[src/rtl/core/rtmh_pkg.sv]
`default_nettype none

package rtmh_pkg;

  // operation codes carried in the item
  typedef enum logic [1:0] {
    FN_INSERT = 2'd0,
    FN_DELETE = 2'd1,
    FN_BEST   = 2'd2,
    FN_EXACT  = 2'd3
  } func_t;

  // result status codes
  typedef enum logic [2:0] {
    ST_INSERTED  = 3'd0,
    ST_REPLACED  = 3'd1,
    ST_KEPT      = 3'd2,
    ST_FULL      = 3'd3,
    ST_DELETED   = 3'd4,
    ST_NOT_FOUND = 3'd5,
    ST_FOUND     = 3'd6
  } status_t;

  typedef enum logic [2:0] {
    FSM_CLEAR  = 3'd0,
    FSM_IDLE   = 3'd1,
    FSM_SCAN   = 3'd2,
    FSM_DECIDE = 3'd3
  } fsm_t;

  typedef struct packed {
    func_t      func;
    logic [7:0] dest_node;
    logic [7:0] via_node;
    logic [7:0] hop_count;
  } in_item_t;

  typedef struct packed {
    status_t    status;
    logic [7:0] found_via;
    logic [7:0] found_hops;
  } out_item_t;

endpackage

`default_nettype wire

[src/rtl/core/route_table_min_hop_unit.sv]
// route table, min-hop lookup: one item at a time, each item scans every slot
// a new item is accepted only once the last one has been scanned and its result has
//   been registered; the scan reads the slots through the single read port of the table ram
// reset: synchronous, active low; afterwards a clearing pass writes every slot
//   invalid, with in_ready low until it completes
`default_nettype none

module route_table_min_hop_unit #(
  parameter int TABLE_DEPTH = 16,
  parameter int NODE_BITS   = 8,
  parameter int HOP_BITS    = 8
) (
  input  wire logic               clk,
  input  wire logic               rst_n,
  input  wire logic               in_valid,
  output logic                    in_ready,
  input  wire rtmh_pkg::in_item_t in_data,
  output logic                    out_valid,
  input  wire logic               out_ready,
  output rtmh_pkg::out_item_t     out_data
);

  localparam int IDX_BITS = $clog2(TABLE_DEPTH);
  localparam int CNT_BITS = $clog2(TABLE_DEPTH + 1);
  localparam int ENTRY_W  = 1 + 2 * NODE_BITS + HOP_BITS;
  // entry layout: valid | dest | via | hops
  localparam int VIA_LSB  = HOP_BITS;
  localparam int DEST_LSB = HOP_BITS + NODE_BITS;
  localparam int VLD_BIT  = ENTRY_W - 1;

  localparam logic [CNT_BITS-1:0] CNT_LAST = CNT_BITS'(TABLE_DEPTH - 1);
  localparam logic [CNT_BITS-1:0] CNT_END  = CNT_BITS'(TABLE_DEPTH);

  rtmh_pkg::fsm_t state_r, state_nxt;

  logic [CNT_BITS-1:0] cnt_r, cnt_nxt;

  // item being served, cut to the configured widths
  rtmh_pkg::func_t     func_r;
  logic [NODE_BITS-1:0] dest_r;
  logic [NODE_BITS-1:0] via_r;
  logic [HOP_BITS-1:0]  hops_r;

  // scan results
  logic                 ex_hit_r;
  logic [IDX_BITS-1:0]  ex_idx_r;
  logic [NODE_BITS-1:0] ex_via_r;
  logic [HOP_BITS-1:0]  ex_hops_r;
  logic                 best_hit_r;
  logic [NODE_BITS-1:0] best_via_r;
  logic [HOP_BITS-1:0]  best_hops_r;
  logic                 free_hit_r;
  logic [IDX_BITS-1:0]  free_idx_r;

  // table ram
  logic                ram_we;
  logic [IDX_BITS-1:0] ram_waddr;
  logic [ENTRY_W-1:0]  ram_wdata;
  logic                ram_re;
  logic [ENTRY_W-1:0]  ram_rdata;

  // slot read back during the scan
  logic                 rd_valid;
  logic [NODE_BITS-1:0] rd_dest;
  logic [NODE_BITS-1:0] rd_via;
  logic [HOP_BITS-1:0]  rd_hops;
  logic [IDX_BITS-1:0]  rd_idx;
  logic                 rd_live;
  logic                 rd_dest_eq;
  logic                 rd_exact;

  logic                in_fire;
  logic                decide_go;
  rtmh_pkg::out_item_t res;

  logic                out_valid_r;
  rtmh_pkg::out_item_t out_data_r;

  rtmh_ram #(
    .WIDTH (ENTRY_W),
    .DEPTH (TABLE_DEPTH)
  ) u_table (
    .clk   (clk),
    .we    (ram_we),
    .waddr (ram_waddr),
    .wdata (ram_wdata),
    .re    (ram_re),
    .raddr (cnt_r[IDX_BITS-1:0]),
    .rdata (ram_rdata)
  );

  assign rd_valid   = ram_rdata[VLD_BIT];
  assign rd_dest    = ram_rdata[DEST_LSB +: NODE_BITS];
  assign rd_via     = ram_rdata[VIA_LSB +: NODE_BITS];
  assign rd_hops    = ram_rdata[HOP_BITS-1:0];
  // the ram read is registered, so read data belongs to the slot one below cnt_r
  assign rd_idx     = IDX_BITS'(cnt_r - 1'b1);
  assign rd_live    = (state_r == rtmh_pkg::FSM_SCAN) && (cnt_r != '0);
  assign rd_dest_eq = rd_valid && (rd_dest == dest_r);
  assign rd_exact   = rd_dest_eq && (rd_via == via_r);

  assign in_fire   = in_valid && in_ready;
  // the result register must be free before the table is touched
  assign decide_go = (state_r == rtmh_pkg::FSM_DECIDE) && (!out_valid_r || out_ready);

  // next state
  always_comb begin
    state_nxt = state_r;
    unique case (state_r)
      rtmh_pkg::FSM_CLEAR: begin
        if (cnt_r == CNT_LAST) begin
          state_nxt = rtmh_pkg::FSM_IDLE;
        end
      end
      rtmh_pkg::FSM_IDLE: begin
        if (in_valid) begin
          state_nxt = rtmh_pkg::FSM_SCAN;
        end
      end
      rtmh_pkg::FSM_SCAN: begin
        if (cnt_r == CNT_END) begin
          state_nxt = rtmh_pkg::FSM_DECIDE;
        end
      end
      rtmh_pkg::FSM_DECIDE: begin
        if (decide_go) begin
          state_nxt = rtmh_pkg::FSM_IDLE;
        end
      end
      default: state_nxt = rtmh_pkg::FSM_CLEAR;
    endcase
  end

  // outputs of the state machine: ram control and the result
  always_comb begin
    in_ready       = 1'b0;
    ram_re         = 1'b0;
    ram_we         = 1'b0;
    ram_waddr      = cnt_r[IDX_BITS-1:0];
    ram_wdata      = '0;
    res.status     = rtmh_pkg::ST_NOT_FOUND;
    res.found_via  = '0;
    res.found_hops = '0;
    unique case (state_r)
      rtmh_pkg::FSM_CLEAR: begin
        ram_we = 1'b1;
      end
      rtmh_pkg::FSM_IDLE: begin
        in_ready = 1'b1;
      end
      rtmh_pkg::FSM_SCAN: begin
        ram_re = (cnt_r != CNT_END);
      end
      rtmh_pkg::FSM_DECIDE: begin
        unique case (func_r)
          rtmh_pkg::FN_INSERT: begin
            ram_wdata = {1'b1, dest_r, via_r, hops_r};
            if (ex_hit_r) begin
              ram_waddr = ex_idx_r;
              if (ex_hops_r <= hops_r) begin
                res.status = rtmh_pkg::ST_KEPT;
              end else begin
                res.status = rtmh_pkg::ST_REPLACED;
                ram_we     = decide_go;
              end
            end else if (free_hit_r) begin
              ram_waddr  = free_idx_r;
              res.status = rtmh_pkg::ST_INSERTED;
              ram_we     = decide_go;
            end else begin
              res.status = rtmh_pkg::ST_FULL;
            end
          end
          rtmh_pkg::FN_DELETE: begin
            ram_waddr = ex_idx_r;
            if (ex_hit_r) begin
              res.status = rtmh_pkg::ST_DELETED;
              ram_we     = decide_go;
            end
          end
          rtmh_pkg::FN_BEST: begin
            if (best_hit_r) begin
              res.status     = rtmh_pkg::ST_FOUND;
              res.found_via  = 8'(best_via_r);
              res.found_hops = 8'(best_hops_r);
            end
          end
          rtmh_pkg::FN_EXACT: begin
            if (ex_hit_r) begin
              res.status     = rtmh_pkg::ST_FOUND;
              res.found_via  = 8'(ex_via_r);
              res.found_hops = 8'(ex_hops_r);
            end
          end
          default: res.status = rtmh_pkg::ST_NOT_FOUND;
        endcase
      end
      default: in_ready = 1'b0;
    endcase
  end

  // slot counter: clearing pass, then scan address
  always_comb begin
    cnt_nxt = cnt_r;
    unique case (state_r)
      rtmh_pkg::FSM_CLEAR: begin
        cnt_nxt = (cnt_r == CNT_LAST) ? '0 : cnt_r + 1'b1;
      end
      rtmh_pkg::FSM_IDLE:   cnt_nxt = '0;
      rtmh_pkg::FSM_SCAN:   cnt_nxt = cnt_r + 1'b1;
      rtmh_pkg::FSM_DECIDE: cnt_nxt = '0;
      default:              cnt_nxt = '0;
    endcase
  end

  always_ff @(posedge clk) begin
    if (!rst_n) begin
      state_r     <= rtmh_pkg::FSM_CLEAR;
      cnt_r       <= '0;
      out_valid_r <= 1'b0;
    end else begin
      state_r <= state_nxt;
      cnt_r   <= cnt_nxt;
      if (decide_go) begin
        out_valid_r <= 1'b1;
      end else if (out_ready) begin
        out_valid_r <= 1'b0;
      end
    end
  end

  // item capture and scan bookkeeping
  always_ff @(posedge clk) begin
    if (in_fire) begin
      func_r     <= in_data.func;
      dest_r     <= NODE_BITS'(in_data.dest_node);
      via_r      <= NODE_BITS'(in_data.via_node);
      hops_r     <= HOP_BITS'(in_data.hop_count);
      ex_hit_r   <= 1'b0;
      best_hit_r <= 1'b0;
      free_hit_r <= 1'b0;
    end else if (rd_live) begin
      // first exact match wins
      if (rd_exact && !ex_hit_r) begin
        ex_hit_r  <= 1'b1;
        ex_idx_r  <= rd_idx;
        ex_via_r  <= rd_via;
        ex_hops_r <= rd_hops;
      end
      // strictly fewer hops only, so ties stay with the lower slot
      if (rd_dest_eq && (!best_hit_r || (rd_hops < best_hops_r))) begin
        best_hit_r  <= 1'b1;
        best_via_r  <= rd_via;
        best_hops_r <= rd_hops;
      end
      if (!rd_valid && !free_hit_r) begin
        free_hit_r <= 1'b1;
        free_idx_r <= rd_idx;
      end
    end
    if (decide_go) begin
      out_data_r <= res;
    end
  end

  assign out_valid = out_valid_r;
  assign out_data  = out_data_r;

endmodule

`default_nettype wire

[src/rtl/core/rtmh_ram.sv]
`default_nettype none

module rtmh_ram #(
  parameter int WIDTH = 8,
  parameter int DEPTH = 16
) (
  input  wire logic                     clk,
  input  wire logic                     we,
  input  wire logic [$clog2(DEPTH)-1:0] waddr,
  input  wire logic [WIDTH-1:0]         wdata,
  input  wire logic                     re,
  input  wire logic [$clog2(DEPTH)-1:0] raddr,
  output logic      [WIDTH-1:0]         rdata
);

  logic [WIDTH-1:0] mem [DEPTH];

  always_ff @(posedge clk) begin
    if (we) begin
      mem[waddr] <= wdata;
    end
    if (re) begin
      rdata <= mem[raddr];
    end
  end

endmodule

`default_nettype wire
[config.mk]
export PLATFORM = sky130hd
export DESIGN_NAME = route_table_min_hop_unit
export DESIGN_NICKNAME = d
export VERILOG_FILES = /design/src/rtl/core/rtmh_pkg.sv /design/src/rtl/core/route_table_min_hop_unit.sv /design/src/rtl/core/rtmh_ram.sv
export SDC_FILE = /design/constraint.sdc
export NUM_CORES = 1
export LEC_CHECK = 0
export BUFFER_PORTS_ARGS = -buffer_cell sky130_fd_sc_hd__buf_2
export CAP_MARGIN = 30
export CORE_MARGIN = 2
export CORE_UTILIZATION = 56
export CTS_CLUSTER_DIAMETER = 60
export DETAILED_ROUTE_END_ITERATION = 8
export HOLD_SLACK_MARGIN = 0.15
export PLACE_DENSITY = 0.75
export SKIP_CTS_REPAIR_TIMING = 1
export SLEW_MARGIN = 20
export SYNTH_ARGS = -nofsm -noshare
export SYNTH_HDL_FRONTEND = slang
export SYNTH_SLANG_ARGS = --single-unit
[constraint.sdc]
create_clock -name clk -period 4.6 [get_ports clk]
set_input_delay 0.69 -clock clk [delete_from_list [all_inputs] [get_ports clk]]
set_output_delay 0.69 -clock clk [all_outputs]
set_load 0.02 [all_outputs]
==> insert_results.sql <==
INSERT INTO impl_metrics (metric_group, metric, value, unit) VALUES
('setup_path', 'timing.critical_path.cells', 'ha_1 -> nor2b_2 -> buf_4 -> o21ai_1 -> a22oi_2 -> nand3_1 -> nor2_4 -> buf_12', ''),
('route', 'detail_route.wirelength', '42.7', 'mm'),
('synthesis', 'synthArstFlopShare', '0', '%'),
('cells_and_area', 'postLayoutCoreUtil', '64.3', '%'),
('timing', 'fin_tns_setup', '0', 'ns'),
('clock_network', 'clkSinkCount', '521', ''),
('grt', 'grt_usage', '23.3', '%'),
('setup_path', 'cp_top_family', 'simple AND/OR/NAND/NOR gates', ''),
('setup_path', 'setup.reg_to_reg.worst_slack', '1.20', 'ns'),
('setup_path', 'cp.required', '4.87', 'ns'),
('setup_path', 'cp_data_arrival_time', '3.67', 'ns'),
('synthesis', 'synth.yosys.seq_area_share', '76.4', '%'),
('synthesis', 'synth_edf_count', '510', ''),
('timing', 'final-setup-viol-count', '0', ''),
('setup_path', 'worstSetupStartpointType', 'flip-flop', ''),
('route', 'maxUsedRoutingLayer', 'met5', ''),
('setup_path', 'critical-path-slowest-cell', 'sky130_fd_sc_hd__nor2_4', ''),
('power', 'vdd_drop_max', '375', 'µV'),
('clock_network', 'cts.clk_slew.worst_paths', '0.06', 'ns'),
('route', 'firstDrtPassIters', '5', ''),
('timing', 'post-route-min-period', '3.40', 'ns'),
('synthesis', 'synth_simple_gate_area_share', '2.99', '%'),
('timing', 'rsz_0062_raised_after_global_routing', 'no', ''),
('clock_network', 'h-tree-depth', '2', ''),
('floorplanning', 'die_area', '37800', 'µm²'),
('floorplanning', 'die-width', '195', 'µm'),
('route', 'drt-wirelength-per-cell', '27.7', 'µm'),
('grt', 'grt_overflow', '0', ''),
('placed_design', 'gp_weighted_congestion', '0.859', ''),
('grt', 'grt_pass1_vias', '10174', ''),
('route', 'dr_total_vias', '9712', ''),
('cells_and_area', 'layoutNonFillerInstCount', '1543', ''),
('floorplanning', 'initial_utilization', '57.0', '%'),
('synthesis', 'syn-cell-area', '20300', 'µm²'),
('job', 'cap_viol_max_count', '0', ''),
('synthesis', 'yosys_warnings', '0', ''),
('synthesis', 'synth_mux_area_share', '14.0', '%'),
('timing', 'pin_slew_with_the_least_headroom_to_its_limit', '1.04', 'ns'),
('grt', 'antenna_violations_before_repair', '1', ''),
('clock_network', 'clkLatencyLatePin', '0.57', 'ns'),
('floorplanning', 'top_level_ports', '51', ''),
('cells_and_area', 'antenna_cells', '0', ''),
('floorplanning', 'die_h', '195', 'µm'),
('synthesis', 'synthAdderAreaFrac', '1.54', '%'),
('route', 'final_antenna_net_count', '0', ''),
('worst_hold_path', 'min_path_type', 'input pin to flip-flop', ''),
('timing', 'skew', '0.0227', 'ns'),
('clock_network', 'cts_tree', 'yes', ''),
('timing', 'timing_max_transition_violations_final', '0', ''),
('setup_path', 'timing.critical_path.to_type', 'flip-flop', ''),
('synthesis', 'synth_nets', '999', ''),
('grt', 'grt_first_pass_wirelength', '64.4', 'mm'),
('synthesis', 'postSynthRegisterBits', '521', ''),
('grt', 'pin_count_of_the_biggest_net_entering_global_routing', '107', ''),
('clock_network', 'cts_made_buffers', '52', ''),
('synthesis', 'mean_area_per_synthesized_cell', '21.5', 'µm²'),
('floorplanning', 'rows', '69', ''),
('placed_design', 'port_buffers', '50', ''),
('route', 'route.detailed.vias_per_inst', '6.29', ''),
('synthesis', 'dominantRegCellSynth', 'sky130_fd_sc_hd__edfxtp_1', ''),
('floorplanning', 'core', '35700', 'µm²'),
('route', 'detailroute.wirelength.met3', '4.21', 'mm'),
('placed_design', 'place_hpwl', '25.5', 'mm'),
('placed_design', 'place_inst', '1446', ''),
('power', 'power.static_leakage', '6.97', 'nW'),
('setup_path', 'critical_path.max_stage_delay', '0.55', 'ns'),
('synthesis', 'synth-compound-area-share', '2.30', '%'),
('placed_design', 'dpl_worst_slack', '1.31', 'ns'),
('status', 'status', 'complete, no violations', ''),
('setup_path', 'crit_buf_inv', '2', ''),
('route', 'met1_length', '17.1', 'mm');
-- cell usage after synthesis (all sizes together) (11+ instances only) --
| cell type | number | share of area [%] |
|---|---|---|
| mux4 | 125 | 14 |
| and3 | 19 | 0.58 |
| clkbuf | 19 | 0.35 |
| buf | 25 | 0.97 |
| a22oi | 17 | 0.65 |
| ha | 25 | 1.5 |
| o21ai | 13 | 0.34 |
| xnor2 | 12 | 0.52 |
| nor3 | 13 | 0.32 |
| dfxtp | 11 | 1.1 |
| nor2 | 34 | 0.63 |
| inv | 27 | 0.50 |
| edfxtp | 510 | 75 |
| nand2 | 11 | 0.22 |
-- layout by cell type, fill, tap and decap left out, types with 4 or more instances in the layout --
cell,count
sky130_fd_sc_hd__edfxtp_1,510
sky130_fd_sc_hd__buf_12,4
sky130_fd_sc_hd__nand4_1,6
sky130_fd_sc_hd__nor2b_1,6
sky130_fd_sc_hd__nor3_1,5
sky130_fd_sc_hd__nor2_1,28
sky130_fd_sc_hd__clkinv_2,4
sky130_fd_sc_hd__ha_1,25
sky130_fd_sc_hd__o21ai_0,8
sky130_fd_sc_hd__o21ai_1,4
sky130_fd_sc_hd__inv_1,26
sky130_fd_sc_hd__and3_1,19
sky130_fd_sc_hd__a21o_1,5
sky130_fd_sc_hd__a22oi_1,16
sky130_fd_sc_hd__buf_2,50
sky130_fd_sc_hd__nand2_1,10
sky130_fd_sc_hd__nand3_1,8
sky130_fd_sc_hd__a21oi_1,10
sky130_fd_sc_hd__clkinv_1,15
sky130_fd_sc_hd__nand2b_1,5
sky130_fd_sc_hd__buf_4,35
sky130_fd_sc_hd__xor2_1,8
sky130_fd_sc_hd__xnor2_1,12
sky130_fd_sc_hd__nor2_4,4
sky130_fd_sc_hd__clkbuf_1,13
sky130_fd_sc_hd__nor4_2,4
sky130_fd_sc_hd__dfxtp_1,7
sky130_fd_sc_hd__mux4_2,123
sky130_fd_sc_hd__nor3_2,8
sky130_fd_sc_hd__clkbuf_16,54
-- worst reg2reg max path, cell delays in order, from the launching register on --
cell                      delay [ns]
sky130_fd_sc_hd__dfxtp_1        0.40
sky130_fd_sc_hd__ha_1           0.33
sky130_fd_sc_hd__nor2b_2        0.20
sky130_fd_sc_hd__buf_4          0.33
sky130_fd_sc_hd__o21ai_1        0.23
sky130_fd_sc_hd__a22oi_2        0.41
sky130_fd_sc_hd__nand3_1        0.38
sky130_fd_sc_hd__nor2_4         0.56
sky130_fd_sc_hd__buf_12         0.24
-- cell families (layout without fill, tap and decap cells) --
kind of cell               Yosys count  after routing
and+or+nand+nor                    114            114
muxes                              128            128
buffers and inverters               71            209
AOI/OAI and AO/OA                   65             65
DFF                                521            521
adders and majority gates           25             25
xor gates and xnor gates            20             20
-- flip-flops by register name, summed over array words and instances (netlist names) --
register / count
ex_hops_r: 8
via_r: 8
ex_hit_r: 1
free_hit_r: 1
best_via_r: 8
free_idx_r: 4
ex_via_r: 8
hops_r: 8
u_table.rdata: 25
out_valid: 1
u_table.mem: 400
dest_r: 8
func_r: 2
best_hit_r: 1
ex_idx_r: 4
best_hops_r: 8
cnt_r: 5
state_r: 2
out_data: 19
-- worst paths after layout --
check,start,end,cells after the start
setup / recovery,state_r[0],u_table.mem[8][1],8
hold / removal,in_data[20],dest_r[4],1
setup reg to reg,state_r[0],u_table.mem[8][1],8
hold reg to reg,u_table.rdata[3],best_hops_r[3],0
-- layout make-up --
type                    count  area, µm²  share of cell area [%]
flip-flops and latches    521      15500                    67.8
multi-input cells         352       4520                    19.7
clock buffers              67       1400                    6.11
repair buffers             89        593                    2.59
well taps                 461        577                    2.52
clock inverters            26        185                   0.808
inverters                  27        101                   0.442
-- metrics by stage --
step	hold slack [ns]	instance area (µm²)	power, mW
after floorplan	0.428	20300	7.75
after global placement	0.461	21300	8.35
after detailed placement	0.469	21300	8.43
after CTS	0.263	22900	12.4
after global routing	0.275	22900	12.7
final	0.284	22900	12.3
-- where the power goes --
| part | switching, mW | leakage [nW] | internal, mW |
|---|---|---|---|
| Clock | 1.70 | 0.764 | 2.25 |
| Sequential | 0.226 | 4.40 | 5.78 |
| Combinational | 1.28 | 1.81 | 1.06 |
-- layer usage --
metal | vias up | GRT usage, %
met2 | 499 | 35.8
li1 | 4099 | -
met3 | 94 | 5.64
met1 | 5018 | 33.5
met4 | 2 | 7.69
met5 | - | 0
No activity file was read; power rests on OpenSTA's default activity.
